## src/hw/rtl/pnsd_pkg.sv

```systemverilog
// ----------------------------------------------------------------------------
// pnsd_pkg
// shared constants, command and status types for the polyline distance block
// ----------------------------------------------------------------------------
package pnsd_pkg;

    localparam int MAX_SEGMENTS = 64;
    localparam int PT_AW        = $clog2(MAX_SEGMENTS + 1);
    localparam int SEG_W        = $clog2(MAX_SEGMENTS);
    localparam int CW           = 24;
    localparam int DW           = CW + 1;
    localparam int EW           = CW + 2;
    localparam int LEN_W        = 2 * DW;
    localparam int DOT_W        = LEN_W + 1;
    localparam int REM_W        = DOT_W;
    localparam int SQ_W         = 50;
    localparam int ROOT_W       = SQ_W / 2;
    localparam int SL_W         = 22;
    localparam int SIU_W        = 7;
    localparam int BEST_W       = SL_W + 2;
    localparam int Q_W          = 16;
    localparam int DIV_STEPS    = Q_W;
    localparam int DIV_CW       = $clog2(DIV_STEPS);
    localparam int DIST_W       = 25;
    localparam int TAG_W        = 8;

    typedef enum logic [1:0] {
        RD_START,
        RD_END,
        RD_BEST
    } t_rd_sel;

    typedef struct packed {
        logic    wr_point;
        logic    ld_query;
        logic    bsq;
        logic    rd_en;
        t_rd_sel rd_sel;
        logic    lat_start;
        logic    lat_end;
        logic    diff;
        logic    mul_a;
        logic    mul_b;
        logic    dec;
        logic    div_step;
        logic    proj;
        logic    sq;
        logic    sqrt_start;
        logic    take_win;
        logic    next_seg;
        logic    rest_diff;
        logic    out_load;
    } t_cmd;

    typedef struct packed {
        logic n_zero;
        logic last_seg;
        logic triv;
        logic win;
        logic sqrt_done;
        logic out_busy;
    } t_sts;

endpackage

```

## src/hw/rtl/pnsd_ctrl.sv

```systemverilog
// ----------------------------------------------------------------------------
// pnsd_ctrl
// sequencer for loads, the segment walk and the start-point distance
// ----------------------------------------------------------------------------
module pnsd_ctrl (
    input  logic           i_clk,
    input  logic           i_rst_n,
    input  logic           i_in_valid,
    input  logic           i_mode,
    output logic           o_in_ready,
    input  pnsd_pkg::t_sts i_sts,
    output pnsd_pkg::t_cmd o_cmd
);

    typedef enum logic [4:0] {
        S_IDLE, S_BSQ, S_LSTART, S_LEND, S_DIFF, S_MULA, S_MULB, S_DEC, S_DIV,
        S_PROJ, S_SQ, S_CMP, S_SQRT, S_WIN, S_WBSQ, S_NXT, S_RDE,
        S_RLAT, S_RDIFF, S_RSQ, S_RGO, S_RWAIT, S_OUT
    } t_state;

    t_state                      r_state, n_state;
    logic [pnsd_pkg::DIV_CW-1:0] r_cnt, n_cnt;
    pnsd_pkg::t_cmd              cmd;

    always_comb begin
        cmd     = '0;
        n_state = r_state;
        n_cnt   = r_cnt;
        unique case (r_state)
            S_IDLE: begin
                if (i_in_valid) begin
                    if (i_mode) begin
                        cmd.ld_query = 1'b1;
                        n_state      = S_BSQ;
                    end else begin
                        cmd.wr_point = 1'b1;
                    end
                end
            end
            S_BSQ: begin
                cmd.bsq   = 1'b1;
                cmd.rd_en = 1'b1;
                if (i_sts.n_zero) begin
                    cmd.rd_sel = pnsd_pkg::RD_BEST;
                    n_state    = S_RLAT;
                end else begin
                    cmd.rd_sel = pnsd_pkg::RD_START;
                    n_state    = S_LSTART;
                end
            end
            S_LSTART: begin
                cmd.lat_start = 1'b1;
                cmd.rd_en     = 1'b1;
                cmd.rd_sel    = pnsd_pkg::RD_END;
                n_state       = S_LEND;
            end
            S_LEND: begin
                cmd.lat_end = 1'b1;
                n_state     = S_DIFF;
            end
            S_DIFF: begin
                cmd.diff = 1'b1;
                n_state  = S_MULA;
            end
            S_MULA: begin
                cmd.mul_a = 1'b1;
                n_state   = S_MULB;
            end
            S_MULB: begin
                cmd.mul_b = 1'b1;
                n_state   = S_DEC;
            end
            S_DEC: begin
                cmd.dec = 1'b1;
                n_cnt   = '0;
                n_state = i_sts.triv ? S_SQ : S_DIV;
            end
            S_DIV: begin
                cmd.div_step = 1'b1;
                n_cnt        = r_cnt + 1'b1;
                if (r_cnt == pnsd_pkg::DIV_CW'(pnsd_pkg::DIV_STEPS - 1)) begin
                    n_state = S_PROJ;
                end
            end
            S_PROJ: begin
                cmd.proj = 1'b1;
                n_state  = S_SQ;
            end
            S_SQ: begin
                cmd.sq  = 1'b1;
                n_state = S_CMP;
            end
            S_CMP: begin
                if (i_sts.win) begin
                    cmd.sqrt_start = 1'b1;
                    n_state        = S_SQRT;
                end else begin
                    n_state = S_NXT;
                end
            end
            S_SQRT: begin
                if (i_sts.sqrt_done) begin
                    n_state = S_WIN;
                end
            end
            S_WIN: begin
                cmd.take_win = 1'b1;
                n_state      = S_WBSQ;
            end
            S_WBSQ: begin
                cmd.bsq = 1'b1;
                n_state = S_NXT;
            end
            S_NXT: begin
                if (i_sts.last_seg) begin
                    cmd.rd_en  = 1'b1;
                    cmd.rd_sel = pnsd_pkg::RD_BEST;
                    n_state    = S_RLAT;
                end else begin
                    cmd.next_seg = 1'b1;
                    n_state      = S_RDE;
                end
            end
            S_RDE: begin
                cmd.rd_en  = 1'b1;
                cmd.rd_sel = pnsd_pkg::RD_END;
                n_state    = S_LEND;
            end
            S_RLAT: begin
                cmd.lat_start = 1'b1;
                n_state       = S_RDIFF;
            end
            S_RDIFF: begin
                cmd.rest_diff = 1'b1;
                n_state       = S_RSQ;
            end
            S_RSQ: begin
                cmd.sq  = 1'b1;
                n_state = S_RGO;
            end
            S_RGO: begin
                cmd.sqrt_start = 1'b1;
                n_state        = S_RWAIT;
            end
            S_RWAIT: begin
                if (i_sts.sqrt_done) begin
                    n_state = S_OUT;
                end
            end
            S_OUT: begin
                if (!i_sts.out_busy) begin
                    cmd.out_load = 1'b1;
                    n_state      = S_IDLE;
                end
            end
            default: n_state = S_IDLE;
        endcase
    end

    always_ff @(posedge i_clk) begin
        if (!i_rst_n) begin
            r_state <= S_IDLE;
            r_cnt   <= '0;
        end else begin
            r_state <= n_state;
            r_cnt   <= n_cnt;
        end
    end

    assign o_cmd      = cmd;
    assign o_in_ready = (r_state == S_IDLE);

`ifndef SYNTH
    a_sqrt_latency: assert property (@(posedge i_clk) disable iff (!i_rst_n)
        cmd.sqrt_start |=> !i_sts.sqrt_done)
        else $error("square root finished one cycle after start");

    a_out_free: assert property (@(posedge i_clk) disable iff (!i_rst_n)
        cmd.out_load |-> !i_sts.out_busy)
        else $error("result loaded over a waiting result");

    a_latch_excl: assert property (@(posedge i_clk) disable iff (!i_rst_n)
        $onehot0({cmd.lat_start, cmd.lat_end, cmd.next_seg}))
        else $error("conflicting point register updates");

    a_win_sqrt: assert property (@(posedge i_clk) disable iff (!i_rst_n)
        (r_state == S_CMP) && i_sts.win |=> (r_state == S_SQRT))
        else $error("winning segment did not start square root");
`endif

endmodule
```

## config.mk

```make
export PLATFORM = sky130hd
export DESIGN_NAME = pnsd_ctrl
export DESIGN_NICKNAME = d
export VERILOG_FILES = /design/src/hw/rtl/pnsd_pkg.sv /design/src/hw/rtl/pnsd_ctrl.sv
export SDC_FILE = /design/constraint.sdc
export NUM_CORES = 1
export LEC_CHECK = 0
export ABC_AREA = 1
export BUFFER_PORTS_ARGS = -buffer_cell sky130_fd_sc_hd__clkbuf_2
export CAP_MARGIN = 20
export CORE_ASPECT_RATIO = 1.1
export CORE_MARGIN = 2
export CORE_UTILIZATION = 43
export DETAILED_ROUTE_END_ITERATION = 10
export GPL_TIMING_DRIVEN = 0
export PLACE_DENSITY = 0.73
export SYNTH_ARGS = -nofsm -noshare
export SYNTH_HDL_FRONTEND = slang
export SYNTH_SLANG_ARGS = --single-unit
```

## constraint.sdc

```tcl
create_clock -name i_clk -period 1.25 [get_ports i_clk]
set_input_delay 0.25 -clock i_clk [delete_from_list [all_inputs] [get_ports i_clk]]
set_output_delay 0.25 -clock i_clk [all_outputs]
set_load 0.01 [all_outputs]
```

==> summary.md <==
| Metric | Value |
|---|---|
| Vias | `1674` |
| N_diodes | `0` |
| Mapped Area | `881 sq um` |
| Mapped Cells | `156` |
| Failing checks | `setup timing` |
| Initial antenna violation count | `0` |
| Root Driver | `clkbuf_4` |
| Placed cell area | `1080 sq um` |
| Slew HR | `76.8%` |
| Clock skew | `0.00242 ns` |
| Worst path bufs/invs | `2` |
| Vias in the first global route | `1235` |
| Crit path max-delay family | `simple AND/OR/NAND/NOR gates` |
| Worst-margin pin slew | `0.345 ns` |
| Post-DRT Antenna Nets | `0` |
| Pwr Density | `1350 nW/um^2` |
| Slowest CP cell | `dfxtp_4` |
| H-tree lvl count | `1` |
| Synth top area share | `20.5%` |
| Max FO, Critical Path | `6` |
| Total CTS buffers | `3` |
| Initial drt markers | `173` |
| Highest Clock Rate | `556 MHz` |
| CTS tree | `built` |
| Max Cap Viol | `0` |
| Arrival time worst endpoint | `1.55 ns` |
| Fin util | `94.2%` |
| Synth Net Count | `167` |
| Fin crit share | `144%` |
| Total core area | `1980 sq um` |
| GR Util All Layers | `29.5%` |
| Synth unique cells | `20` |
| Die height | `51.5 um` |
| Leak Pwr | `1.03 nW` |
| Hpwl dp | `2.04 mm` |
| Synth warn | `0` |
| IO buf count | `30` |
| Status | `complete, but fails checks` |
| Clk_lat worst skew | `0.28 ns` |
| Max-slew violations | `0` |
| # fillers | `64` |
| Min-Delay Path Class | `input port to register` |
| Total iterations of the first detailed-routing run | `6` |
| RSZ-0062 raised after global routing | `true` |
| Area Overhead vs Synth | `112%` |
| Top Ports | `31` |
| Setup-failing EPs final | `30` |
| Post-synthesis sequential area ratio | `20.5%` |
| # rows | `17` |
| Detail-routed via count per cell | `6.34` |
| Hold_buf cts | `0` |
| Die area | `2430 sq um` |
| DRC Markers | `0` |
| Initial core utilization | `44.5%` |
| CTS Buffer Depth | `2` |
| Nature of the critical path endpoint | `primary output` |
| Final Hold Violating Endpoints | `0` |
| Crit path cell chain | `inv_2 > nor2_1 > nand3_1 > nand2_1 > buf_2` |
| Critical Path Source Type | `register` |
| CP max stage delay | `0.43 ns` |
| Largest net degree at the start of global routing | `11` |
| Flops & latches, synth | `9` |
| Post-synth top area cell | `dfxtp_1` |
| VDD IR max | `1.38 mV` |
| Clk slew on worst S/H paths | `0.06 ns` |
| Fin Setup TNS | `-11.49 ns` |
| Total gr overflow | `0` |
| WL final | `5.94 mm` |
| TritonCTS Sinks | `9` |
| Fin nets | `248` |
| DR WL/cell | `22.5 um` |
| Routability cong. | `0.898` |
| First-pass GRT wire length | `5.17 mm` |
| Critical Path RT | `1.00 ns` |
| Crit path kind | `register to primary output` |
| Die X-Extent | `47.2 um` |
| Synth area leaders | `dfxtp_1, nand2_1, nand3_1` |
| Minimum clock period after layout | `1.80 ns` |
| Mapped Avg Cell Area | `5.65 sq um` |
| Layout cells sized above 1 | `66.9%` |
| Final WS setup | `-0.548 ns` |
| Finished Cell Area | `1860 sq um` |
| Hold Slack | `0.290 ns` |
[flip-flops by register name, summed over array words and instances (netlist names)]
signal and flops:
r_state 5, r_cnt 4
[cell usage in the layout, fill, tap and decap left out, types with 5 or more instances in the layout]
cell	synthesis	final
clkbuf_2	0	10
nand2_1	47	29
dfxtp_4	0	5
buf_4	1	27
nand2_4	0	10
buf_2	0	11
inv_1	20	8
nor2_1	17	10
a21oi_2	0	6
nand4_1	6	6
inv_2	3	12
nor2_4	4	11
nand3_1	19	14
buf_6	0	27
nand2_2	4	12
[worst min-delay path: cells and delay by family]
kind                   cells  cell delay (ns)
AO/OA/AOI/OAI              2             0.14
buffers and inverters      1             0.13
[synth_stat cells]
cell	number
a21oi_1	8
o21ai_0	4
nor2_2	4
ha_1	1
nor3_2	1
o21a_1	1
nand4_1	6
nand3_2	1
nand2_1	47
and3_1	1
dfxtp_1	9
inv_2	3
o21ai_2	2
nor3_1	3
nand3_1	19
buf_4	1
inv_1	20
nor2_4	4
nand2_2	4
nor2_1	17
[per-stage QoR]
| step | total power, mW | instances | setup slack, ns |
|---|---|---|---|
| final | 2.51 | 264 | -0.548 |
| after global routing | 2.61 | 264 | -0.572 |
| after CTS | 1.90 | 248 | -0.339 |
| after detailed placement | 1.13 | 214 | -0.232 |
| after global placement | 1.12 | 214 | -0.215 |
| after floorplan | 0.892 | 156 | -0.00808 |
[path summary, 6_finish.rpt]
path	startpoint	end	slack [ns]	cells after the start
max	r_state[0]	o_cmd[13]	-0.55	5
max reg2reg	r_state[0]	r_state[0]	-0.48	9
min	i_rst_n	r_cnt[0]	0.29	3
min reg2reg	r_cnt[3]	r_cnt[3]	0.50	2
[layout make-up]
class / count / area [sq um] / area share (%)
Timing Repair Buffer: 76 / 641 / 34.4
Buffer: 1 / 11.3 / 0.604
Clock buffer: 4 / 26.3 / 1.41
Sequential cell: 9 / 199 / 10.7
Tap cell: 28 / 35.0 / 1.88
Inverter: 23 / 93.8 / 5.04
Multi-Input combinational cell: 123 / 857 / 46.0
[timing repair]
| action | in CTS | in global routing |
|---|---|---|
| endpoints found under the setup margin | 30 | 30 |
| pin swaps | 16 | 23 |
| gates resized for setup | 58 | 77 |
| buffers inserted | 30 | 17 |
| endpoints found under the hold margin | 0 | 0 |
[kinds of logic (layout without fill, tap and decap cells)]
logic type | count (synthesis) | after routing | share of synthesized area, %
AOI/OAI and AO/OA | 15 | 15 | 9.66
DFF | 9 | 9 | 20.5
buffers and inverters | 24 | 104 | 10.7
adders and majority gates | 1 | 1 | 1.42
and+or+nand+nor | 107 | 107 | 57.8
[power breakdown]
group / internal (mW) / switching, mW
logic: 0.842 / 1.01
registers: 0.325 / 0.101
clock network: 0.124 / 0.117
[metal layers]
metal / wire [um] / vias up / part of all wire (%) / track usage [%]
met4: 564 / 0 / 9.5 / 17.6
met1: 2010 / 743 / 34 / 33.4
met3: 795 / 73 / 13 / 4.59
met5: 0 / - / 0 / 0
li1: - / 664 / - / -
met2: 2560 / 194 / 43 / 49.8
Note: power is estimated with default switching activity, not from simulation.
